## src/design/psfd_pkg.sv

```systemverilog
// Shared types and constants for the per-source flood detector.
`default_nettype none

package psfd_pkg;

   // request kinds, carried on req_tuser
   localparam logic [1:0] REQ_CHECK_RECORD = 2'd0;
   localparam logic [1:0] REQ_CHECK_ONLY   = 2'd1;
   localparam logic [1:0] REQ_RATE_QUERY   = 2'd2;

   // flood classes
   localparam logic [1:0] CLASS_OK     = 2'd0;
   localparam logic [1:0] CLASS_MINOR  = 2'd1;
   localparam logic [1:0] CLASS_SEVERE = 2'd2;

   // configuration register indexes
   localparam logic [1:0] CSR_WINDOW_SECONDS = 2'd0;
   localparam logic [1:0] CSR_MINOR_LIMIT    = 2'd1;
   localparam logic [1:0] CSR_SEVERE_LIMIT   = 2'd2;

   localparam int DEFAULT_TABLE_SLOTS = 64;

   localparam int KEY_W    = 32;
   localparam int TIME_W   = 48;
   localparam int TYPE_W   = 2;
   localparam int CLASS_W  = 2;
   localparam int ATT_W    = 7;
   localparam int WIN_S_W  = 16;
   localparam int LIMIT_W  = 7;
   localparam int WIN_MS_W = 26;
   localparam int CSR_IDX_W  = 2;
   localparam int CSR_DATA_W = 16;

   localparam int REQ_DATA_W    = 80;
   localparam int RSP_FIELDS_W  = 59;
   localparam int RSP_DATA_W    = 64;

   localparam int MS_PER_SECOND = 1000;
   localparam int ATT_MAX       = 127;

   localparam logic [WIN_S_W-1:0] WINDOW_RESET = 16'd10;
   localparam logic [LIMIT_W-1:0] MINOR_RESET  = 7'd15;
   localparam logic [LIMIT_W-1:0] SEVERE_RESET = 7'd30;

   typedef struct packed {
      logic clear;
      logic accept;
      logic load;
      logic read;
      logic commit;
      logic result;
   } psfd_cmd_type;

   typedef struct packed {
      logic addr_last;
      logic out_free;
   } psfd_stat_type;

endpackage

`default_nettype wire

```

## src/design/psfd_ctrl.sv

```systemverilog
// Sequencer for the clearing pass and the per-item table scan.
`default_nettype none

module psfd_ctrl (
   input  wire logic                   clock,
   input  wire logic                   reset,
   input  wire logic                   req_tvalid,
   output logic                        req_tready,
   output psfd_pkg::psfd_cmd_type      cmd,
   input  wire psfd_pkg::psfd_stat_type stat
);
   import psfd_pkg::*;

   typedef enum logic [2:0] {
      S_CLEAR,
      S_IDLE,
      S_LOAD,
      S_SCAN,
      S_DRAIN,
      S_COMMIT,
      S_RESULT
   } state_type;

   state_type state_ff;
   state_type state_in;

   always_comb begin
      state_in = state_ff;
      case (state_ff)
         S_CLEAR:  if (stat.addr_last) state_in = S_IDLE;
         S_IDLE:   if (req_tvalid) state_in = S_LOAD;
         S_LOAD:   state_in = S_SCAN;
         S_SCAN:   if (stat.addr_last) state_in = S_DRAIN;
         S_DRAIN:  state_in = S_COMMIT;
         S_COMMIT: state_in = S_RESULT;
         S_RESULT: if (stat.out_free) state_in = S_IDLE;
         default:  state_in = S_CLEAR;
      endcase
   end

   always_ff @(posedge clock) begin
      if (reset) begin
         state_ff <= S_CLEAR;
      end else begin
         state_ff <= state_in;
      end
   end

   assign req_tready = (state_ff == S_IDLE);

   always_comb begin
      cmd        = '0;
      cmd.clear  = (state_ff == S_CLEAR);
      cmd.accept = (state_ff == S_IDLE) && req_tvalid;
      cmd.load   = (state_ff == S_LOAD);
      cmd.read   = (state_ff == S_SCAN);
      cmd.commit = (state_ff == S_COMMIT);
      cmd.result = (state_ff == S_RESULT);
   end

endmodule

`default_nettype wire

```

## config.mk

```make
export PLATFORM = sky130hd
export DESIGN_NAME = psfd_ctrl
export DESIGN_NICKNAME = d
export VERILOG_FILES = /design/src/design/psfd_pkg.sv /design/src/design/psfd_ctrl.sv
export SDC_FILE = /design/constraint.sdc
export NUM_CORES = 1
export LEC_CHECK = 0
export ABC_AREA = 1
export BUFFER_PORTS_ARGS = -buffer_cell sky130_fd_sc_hd__clkbuf_2
export CORE_AREA = 2 2 39 41
export DETAILED_ROUTE_END_ITERATION = 8
export DIE_AREA = 0 0 41 43
export GPL_ROUTABILITY_DRIVEN = 0
export SYNTH_ARGS = -nofsm -noshare
export SYNTH_HDL_FRONTEND = slang
export SYNTH_SLANG_ARGS = --single-unit
```

## constraint.sdc

```tcl
create_clock -name clock -period 1.25 [get_ports clock]
set_input_delay 0.0625 -clock clock [delete_from_list [all_inputs] [get_ports clock]]
set_output_delay 0.0625 -clock clock [all_outputs]
set_load 0.05 [all_outputs]
```

# --- Word-level counts from Yosys, hierarchy flattened ---
# Cells that the tools add are included.
totals:
  ff_bits: 3
  word_cells: 19
op_classes:
  eq_ne: 10
  muxes: 5
  reduce_logical: 3
op_table:
  columns: ["operator", "count"]
  rows:
  - ["one-hot mux 3 bit (7 select lines)", 1]
  - ["2-to-1 mux 3 bit", 4]
  - ["equality test 3 bit (second input constant)", 3]
  - ["equality test 3 x 2 -> 1 bit (second input constant)", 2]
  - ["!= test 2 x 1 -> 1 bit (second input constant)", 3]
  - ["AND reduction 4 bit", 1]
  - ["equality test 3 x 1 -> 1 bit (second input constant)", 1]
  - ["zero test 3 bit", 1]
  - ["!= test 2 bit (second input constant)", 1]
  - ["logical AND 1 bit", 1]

# --- Depth between registers and ports, before layout ---
# Gate-level depths: netlist of the first run.
logic_depth:
  word_depth: 3
  ltp_mapped: 8
  depth_no_buf: 8

# --- Worst setup path before layout of the first run ---
# OpenSTA, ideal clock, no wires.
synth_timing:
  path_type: "flip-flop to output port"
  startpoint: "register state_ff[1]"
  endpoint: "output port cmd[4] in the netlist's numbering"
  arrival_ns: 1.163
  required_ns: 1.188
  path_slack_ns: 0.024
  stages_incl_launch_ff: 4
  path_buffers: 0
  cell_sequence: "dfxtp_1 > inv_2 > nand3_2 > nor2_1"
synth_lines:
  columns: ["element", "line_no", "rtl"]
  rows:
  - ["start: declaration", "psfd_ctrl.sv:24", "state_type state_ff;"]
  - ["start signal: assignment", "psfd_ctrl.sv:45", "state_ff <= state_in;"]
  - ["end: declaration", "psfd_ctrl.sv:9", "output psfd_pkg::psfd_cmd_type cmd,"]

==> results.cfg, run 1 <==
[timing]
layout_setup_ws_ns = 0.08776
skew_ns = 0.002180
tightest_slew_ns = 0.2742
setup_viol = 0
period_share = 0.9298
fmax_mhz = 860.4
rsz0062_at_grt = false
hold_viol = 0
drv_slew = 0
holdWs_ns = 0.09416
period_minus_slack_ns = 1.162
maxSlewHeadroom = 0.8180
tns_ns = 0

[synthesis]
ys.flop_type = dfxtp_1
netlist_instances = 42
synth_edf_count = 0
yosysUniqueCellTypes = 11
yosys-top-cells-area = dfxtp_1 25%, inv_1 12%, nand2_1 12%
post_synth.cell_area_avg_um2 = 5.809
yosysWarningCount = 0
synth_top_area_share = 0.2462
ys_seq_elements = 3
syn-num-nets = 47
ys_top_cells_by_count = 8 x inv_1, 8 x nand2_1, 7 x nor2_1
synthArstFlopShare = 0
yosysSeqAreaShare = 0.2462
synth_top_cell_by_area = dfxtp_1
netlist_area_um2 = 244.0

[die]
fp.dieW_um = 41
fp-row-count = 14
dieArea_um2 = 1763
initial_core_util = 0.1763
core_um2 = 1384
chipHeight_um = 43
io_pins = 12

[clocking]
cts_buffers = 3
clock_path_buffers = 2
clkTransAtPathRegs_ns = 0.04
cts_tree = yes
clk-insertion-delay-late_ns = 0.23
root_buffer = clkbuf_4
htree_num_levels = 1
clkSinkCount = 3

[route]
wl_per_cell_um = 6.726
ant_nets = 0
routed_wl_um = 491
via_per_inst = 3.740
drt-initial-drc-count = 2
vias = 273
drcViolationCount = 0
first_pass_iters = 2

[hold_path]
min_path_cells = 4
hp-class = in -> reg

[global_route]
grt_pass1_wl_um = 897
grt.total_usage = 0.08434
antenna_found_initial = 0
grt_max_degree = 6
grt_overflow = 0
first_global_vias = 239

[layout]
final_util = 0.2550
fin_area_um2 = 352.8
area_delta_synth_final_pct = 44.62
largest_register = state_ff
largest_register_ff_count = 3
antennaDiodeCount = 0
fin_nets = 63
drive_above_1_share = 0.4211
final_cells = 73
largestRegisters = state_ff (3)

[setup_path]
crit_buf_inv = 2
start_kind = register
cp-end-kind = output port
arrival_ns = 1.10
rr_worst_depth = 8
critical-path-top-delay-family = buffers and inverters
path_cells = inv_2, nand2_1, nor2_1, buf_2
crit_path_top_delay_cell = dfxtp_1
path_class = reg -> out
critPathMaxStageDelay_ns = 0.34
cp.depth = 4
crit_required_ns = 1.19
crit_path_max_fanout = 5

[pwr]
power_mw = 1.135
powerDensity_nw_per_um2 = 3216
power.leakage_nw = 0.2274
irDropWorstVdd_mv = 0.5369

[status]
outcome = finished, final reports clean

[placement]
place_inst = 69
place_area_um2 = 319.1
port_buffers = 11
dp_hpwl_um = 418
pre_cts_ws_ns = 0.1814

[run]
cap_violations = 0
-- worst reg2reg max path: stages (launching register included) --
cell and delay, ns:
dfxtp_1 0.34, inv_2 0.10, nand3_2 0.10, nor2_2 0.14, nor2_4 0.05, nand2_2 0.08
nand2_1 0.06, nand2_1 0.05, nor2_1 0.03
-- per-layer routing --
layer	vias to the layer above	track usage	share of wire
met5	-	0	0
met4	0	0.08000	0.022
met3	2	0.07853	0.088
met2	11	0.09688	0.43
met1	108	0.08360	0.46
li1	152	-	-
-- final timing paths --
check / start / to / slack (ns)
setup / recovery: state_ff[1] / cmd[1] / 0.09
hold / removal: reset / state_ff[0] / 0.09
setup reg to reg: state_ff[1] / state_ff[0] / 0.19
hold reg to reg: state_ff[2] / state_ff[2] / 0.57
-- timing repair --
| action | 4_1_cts | 5_1_grt |
|---|---|---|
| hold buffers | 0 | 0 |
| resized for setup | 0 | 10 |
| buffers inserted | 0 | 0 |
| endpoints found under the setup margin | 0 | 6 |
-- area by class of cell --
class,count,area (um^2)
clock buffers,4,26.28
fillers,173,1031
inverters,11,41.29
multi-input cells,28,142.6
flip-flops and latches,3,60.06
well taps,16,20.02
repair buffers,11,62.56
-- cells by family after synthesis --
group,Yosys count,share of synthesized area
flip-flops,3,0.2462
buffers and inverters,11,0.1692
AO/OA/AOI/OAI,2,0.04103
AND/OR/NAND/NOR,26,0.5436
-- cell usage in the layout, fill, tap and decap left out --
cell      instances
inv_2             3
nand2_1           8
inv_1             8
a21oi_1           2
nand3_1           4
nor2_1            7
clkbuf_4          5
buf_2             3
clkbuf_1          1
buf_4             1
nand3_2           2
nand2_2           2
dfxtp_1           3
nor2_2            2
clkbuf_2          5
nor2_4            1
-- report_power, final --
| part | internal [mW] | total (mW) | switching, mW |
|---|---|---|---|
| Combinational | 0.212 | 0.768 | 0.557 |
| Clock | 0.120 | 0.170 | 0.0503 |
| Sequential | 0.142 | 0.197 | 0.0548 |
| Total | 0.473 | 1.13 | 0.662 |
(Power assumes the default switching activity.)
==> run 2, diff against run 1 <==
GPL_ROUTABILITY_DRIVEN = 1   (was 0)
clock period = 1.4 ns   (was 1.25 ns; I/O delays follow)
==> results.cfg, run 2 (synthesis gave the netlist of run 1 again) <==
[timing]
hold_viol = 0
skew_ns = 0.002177
tns_ns = 0
period_minus_slack_ns = 1.219
drv_slew = 0
maxSlewHeadroom = 0.8145
tightest_slew_ns = 0.2795
period_share = 0.8704
fmax_mhz = 820.7
setup_viol = 0
rsz0062_at_grt = false

[hold_path]
min_path_cells = 4
hp-class = in -> reg

[setup_path]
cp-end-kind = output port
start_kind = register
path_cells = inv_2, nand3_2, nor2_1, clkbuf_2
arrival_ns = 1.15
rr_worst_depth = 8
crit_required_ns = 1.33
path_class = reg -> out
crit_path_max_fanout = 5
crit_path_top_delay_cell = dfxtp_1
critPathMaxStageDelay_ns = 0.34

[route]
wl_per_cell_um = 6.699
routed_wl_um = 489
drt-initial-drc-count = 2
first_pass_iters = 3
drcViolationCount = 0
ant_nets = 0
vias = 275
via_per_inst = 3.767

[clocking]
post_cts_buffers = 0
cts_resized = 0
clkSinkCount = 3
htree_num_levels = 1
root_buffer = clkbuf_4
cts_buffers = 3
clk-insertion-delay-late_ns = 0.23
clkTransAtPathRegs_ns = 0.04
cts_tree = yes
postCtsHoldBufs = 0
clock_path_buffers = 2

[placement]
port_buffers = 11
place_area_um2 = 319.1
gp_congestion = 0.6504
dp_hpwl_um = 418

[layout]
final_common_cell = clkbuf_2
fin_area_um2 = 345.3
area_delta_synth_final_pct = 41.54
largest_register = state_ff
antennaDiodeCount = 0
largest_register_ff_count = 3
fin_nets = 63
largestRegisters = state_ff (3)
final_util = 0.2495
final_cell_mix = 11 x clkbuf_2, 8 x inv_1, 8 x nand2_1
drive_above_1_share = 0.4211

[global_route]
grt_overflow = 0
grt_max_degree = 6
first_global_vias = 239
antenna_found_initial = 0
grt_pass1_wl_um = 897
grt.total_usage = 0.08434

[pwr]
powerDensity_nw_per_um2 = 2888
irDropWorstVdd_mv = 0.4816
power.leakage_nw = 0.2237

[status]
outcome = finished, final reports clean

[die]
chipHeight_um = 43
io_pins = 12
fp-row-count = 14
fp.dieW_um = 41
core_um2 = 1384
initial_core_util = 0.1763
dieArea_um2 = 1763

[run]
cap_violations = 0
run 2: worst paths after layout:
kind	end	slack, ns	startpoint
worst max-delay path	cmd[4]	0.18	state_ff[1]
worst min-delay path	state_ff[0]	0.10	reset
worst max register to register	state_ff[0]	0.34	state_ff[1]
worst min register to register	state_ff[2]	0.57	state_ff[2]
run 2: layer usage:
metal / GRT usage / wire [um] / share of wire / vias to the layer above
met5: 0 / 0 / 0 / -
met1: 0.08360 / 226 / 0.46 / 110
met2: 0.09688 / 209 / 0.43 / 11
li1: - / - / - / 152
met4: 0.08000 / 11 / 0.022 / 0
met3: 0.07853 / 42 / 0.086 / 2
run 2: layout make-up:
type	instances	area (um^2)
Fill cell	174	1039
Timing Repair Buffer	11	55.05
Tap cell	16	20.02
Inverter	11	41.29
Sequential cell	3	60.06
Multi-Input combinational cell	28	142.6
Clock buffer	4	26.28
run 2: per-stage QoR:
step	hold slack (ns)	std cells	worst slack [ns]	total power [mW]
floorplan	0.2371	42	0.1670	0.7328
global placement	0.3431	69	0.3461	0.8454
global route	0.1027	73	0.07088	1.115
detailed placement	0.3473	69	0.3314	0.8522
finish	0.1017	73	0.1815	0.9973
CTS	0.09589	73	0.1660	1.011
run 2: power by group:
group / switching (mW) / internal [mW] / total [mW] / leakage, nW
registers: 0.0490 / 0.127 / 0.176 / 0.0249
logic: 0.497 / 0.173 / 0.670 / 0.184
clock network: 0.0450 / 0.107 / 0.152 / 0.0150
run 2: critical path: cells and delay by family (launching register included):
family | cells | cell delay (ns)
buf+inv | 2 | 0.38
simple gates | 2 | 0.19
flops | 1 | 0.34
==> run 3, diff against run 2 <==
CELL_PAD_IN_SITES_DETAIL_PLACEMENT = 1   (was default)
CELL_PAD_IN_SITES_GLOBAL_PLACEMENT = 1   (was default)
CTS_BUF_LIST = sky130_fd_sc_hd__clkbuf_8 sky130_fd_sc_hd__clkbuf_16   (was default)
PLACE_DENSITY_LB_ADDON = 0.1   (was default)
==> results.cfg, run 3 (synthesis gave the netlist of run 1 again) <==
[setup_path]
critical-path-top-delay-family = buffers and inverters
r2r_setup_slack_ns = 0.32
path_class = reg -> out
crit_required_ns = 1.33
critPathMaxStageDelay_ns = 0.34
crit_path_max_fanout = 5
rr_worst_depth = 7
r2r_end = state_ff[0]
timing.rr.start = state_ff[1]
crit_buf_inv = 2
cp-end-kind = output port
crit_path_top_delay_cell = dfxtp_1
start_kind = register
arrival_ns = 1.14
path_cells = inv_2, nand3_2, nor2_1, clkbuf_2

[layout]
antennaDiodeCount = 0
largest_register_ff_count = 3
final_cell_mix = 11 x clkbuf_2, 9 x inv_1, 8 x nand2_1
final_common_cell = clkbuf_2
largest_register = state_ff
fin_nets = 63
area_delta_synth_final_pct = 49.23
final_cells = 73
largestRegisters = state_ff (3)
drive_above_1_share = 0.4211
final_util = 0.2631
fin_area_um2 = 364.1

[global_route]
first_global_vias = 241
grt_overflow = 0
grt.total_usage = 0.07916
antenna_found_initial = 0
grt_max_degree = 6
grt_pass1_wl_um = 931

[clocking]
cts_buffers = 3
cts_resized = 0
postCtsHoldBufs = 0
clock_path_buffers = 2
cts_tree = yes
htree_num_levels = 1
root_buffer = clkbuf_8
post_cts_buffers = 0
clk-insertion-delay-late_ns = 0.21
clkSinkCount = 3
clkTransAtPathRegs_ns = 0.03

[die]
initial_core_util = 0.1763
dieArea_um2 = 1763
fp-row-count = 14
core_um2 = 1384
fp.dieW_um = 41
io_pins = 12
chipHeight_um = 43

[hold_path]
min_path_cells = 4
holdPathEnd = state_ff[1]
hp-class = in -> reg
hold_start = reset

[timing]
period_minus_slack_ns = 1.210
skew_ns = 0.001013
setup_viol = 0
holdWs_ns = 0.1172
tightest_slew_ns = 0.2762
drv_slew = 0
tns_ns = 0
maxSlewHeadroom = 0.8167
layout_setup_ws_ns = 0.1898
fmax_mhz = 826.3
rsz0062_at_grt = false
hold_viol = 0
period_share = 0.8645

[pwr]
powerDensity_nw_per_um2 = 3007
power.leakage_nw = 0.2356
irDropWorstVdd_mv = 0.9581
power_mw = 1.095

[placement]
place_inst = 69
gp_congestion = 0.5971
place_area_um2 = 319.1
dp_hpwl_um = 513.8
pre_cts_ws_ns = 0.2964
port_buffers = 11

[route]
first_pass_iters = 1
via_per_inst = 3.849
drcViolationCount = 0
ant_nets = 0
vias = 281
wl_per_cell_um = 7.753
routed_wl_um = 566
drt-initial-drc-count = 0

[run]
cap_violations = 0

[status]
outcome = finished, final reports clean
run 3: cell count changes in the layout (fill, tap and decap cells not counted), sizes merged:
cell	before	now
clkbuf	15	14
inv	11	12
run 3: area by class of cell:
type                            instances  area (um^2)
Fill cell                             182         1020
Sequential cell                         3        60.06
Tap cell                               16        20.02
Multi-Input combinational cell         28        142.6
Clock buffer                            3        41.29
Timing Repair Buffer                   11        55.05
Inverter                               11        41.29
Clock inverter                          1        3.754
run 3: per-layer routing:
layer / track usage / share of wire / wire [um] / vias to the layer above
li1: - / - / - / 154
met1: 0.1054 / 0.46 / 260 / 120
met2: 0.09688 / 0.48 / 269 / 7
met3: 0.01571 / 0.064 / 36 / 0
met4: 0.08000 / 0 / 0 / 0
met5: 0 / 0 / 0 / -
run 3: report_power, final:
part / total (mW) / switching, mW / internal [mW]
combinational: 0.678 / 0.505 / 0.173
clock: 0.239 / 0.0530 / 0.186
sequential: 0.178 / 0.0511 / 0.127
total: 1.09 / 0.609 / 0.486
run 3: how the worst max path moves through the flow:
| stage | startpoint | end | slack, ns | cells past startpoint |
|---|---|---|---|---|
| after floorplan | state_ff[1] | cmd[4] | 0.17 | 3 |
| after global placement | state_ff[1] | state_ff[0] | 0.26 | 7 |
| after detailed placement | state_ff[1] | state_ff[0] | 0.30 | 7 |
| after CTS | state_ff[1] | cmd[4] | 0.16 | 4 |
| after global routing | state_ff[1] | cmd[4] | 0.09 | 4 |
| final | state_ff[1] | cmd[4] | 0.19 | 4 |
run 3: tightest hold or removal path: stages:
cell and delay, ns:
clkbuf_2 0.07, inv_1 0.05, nand2_1 0.06, nor2_1 0.03
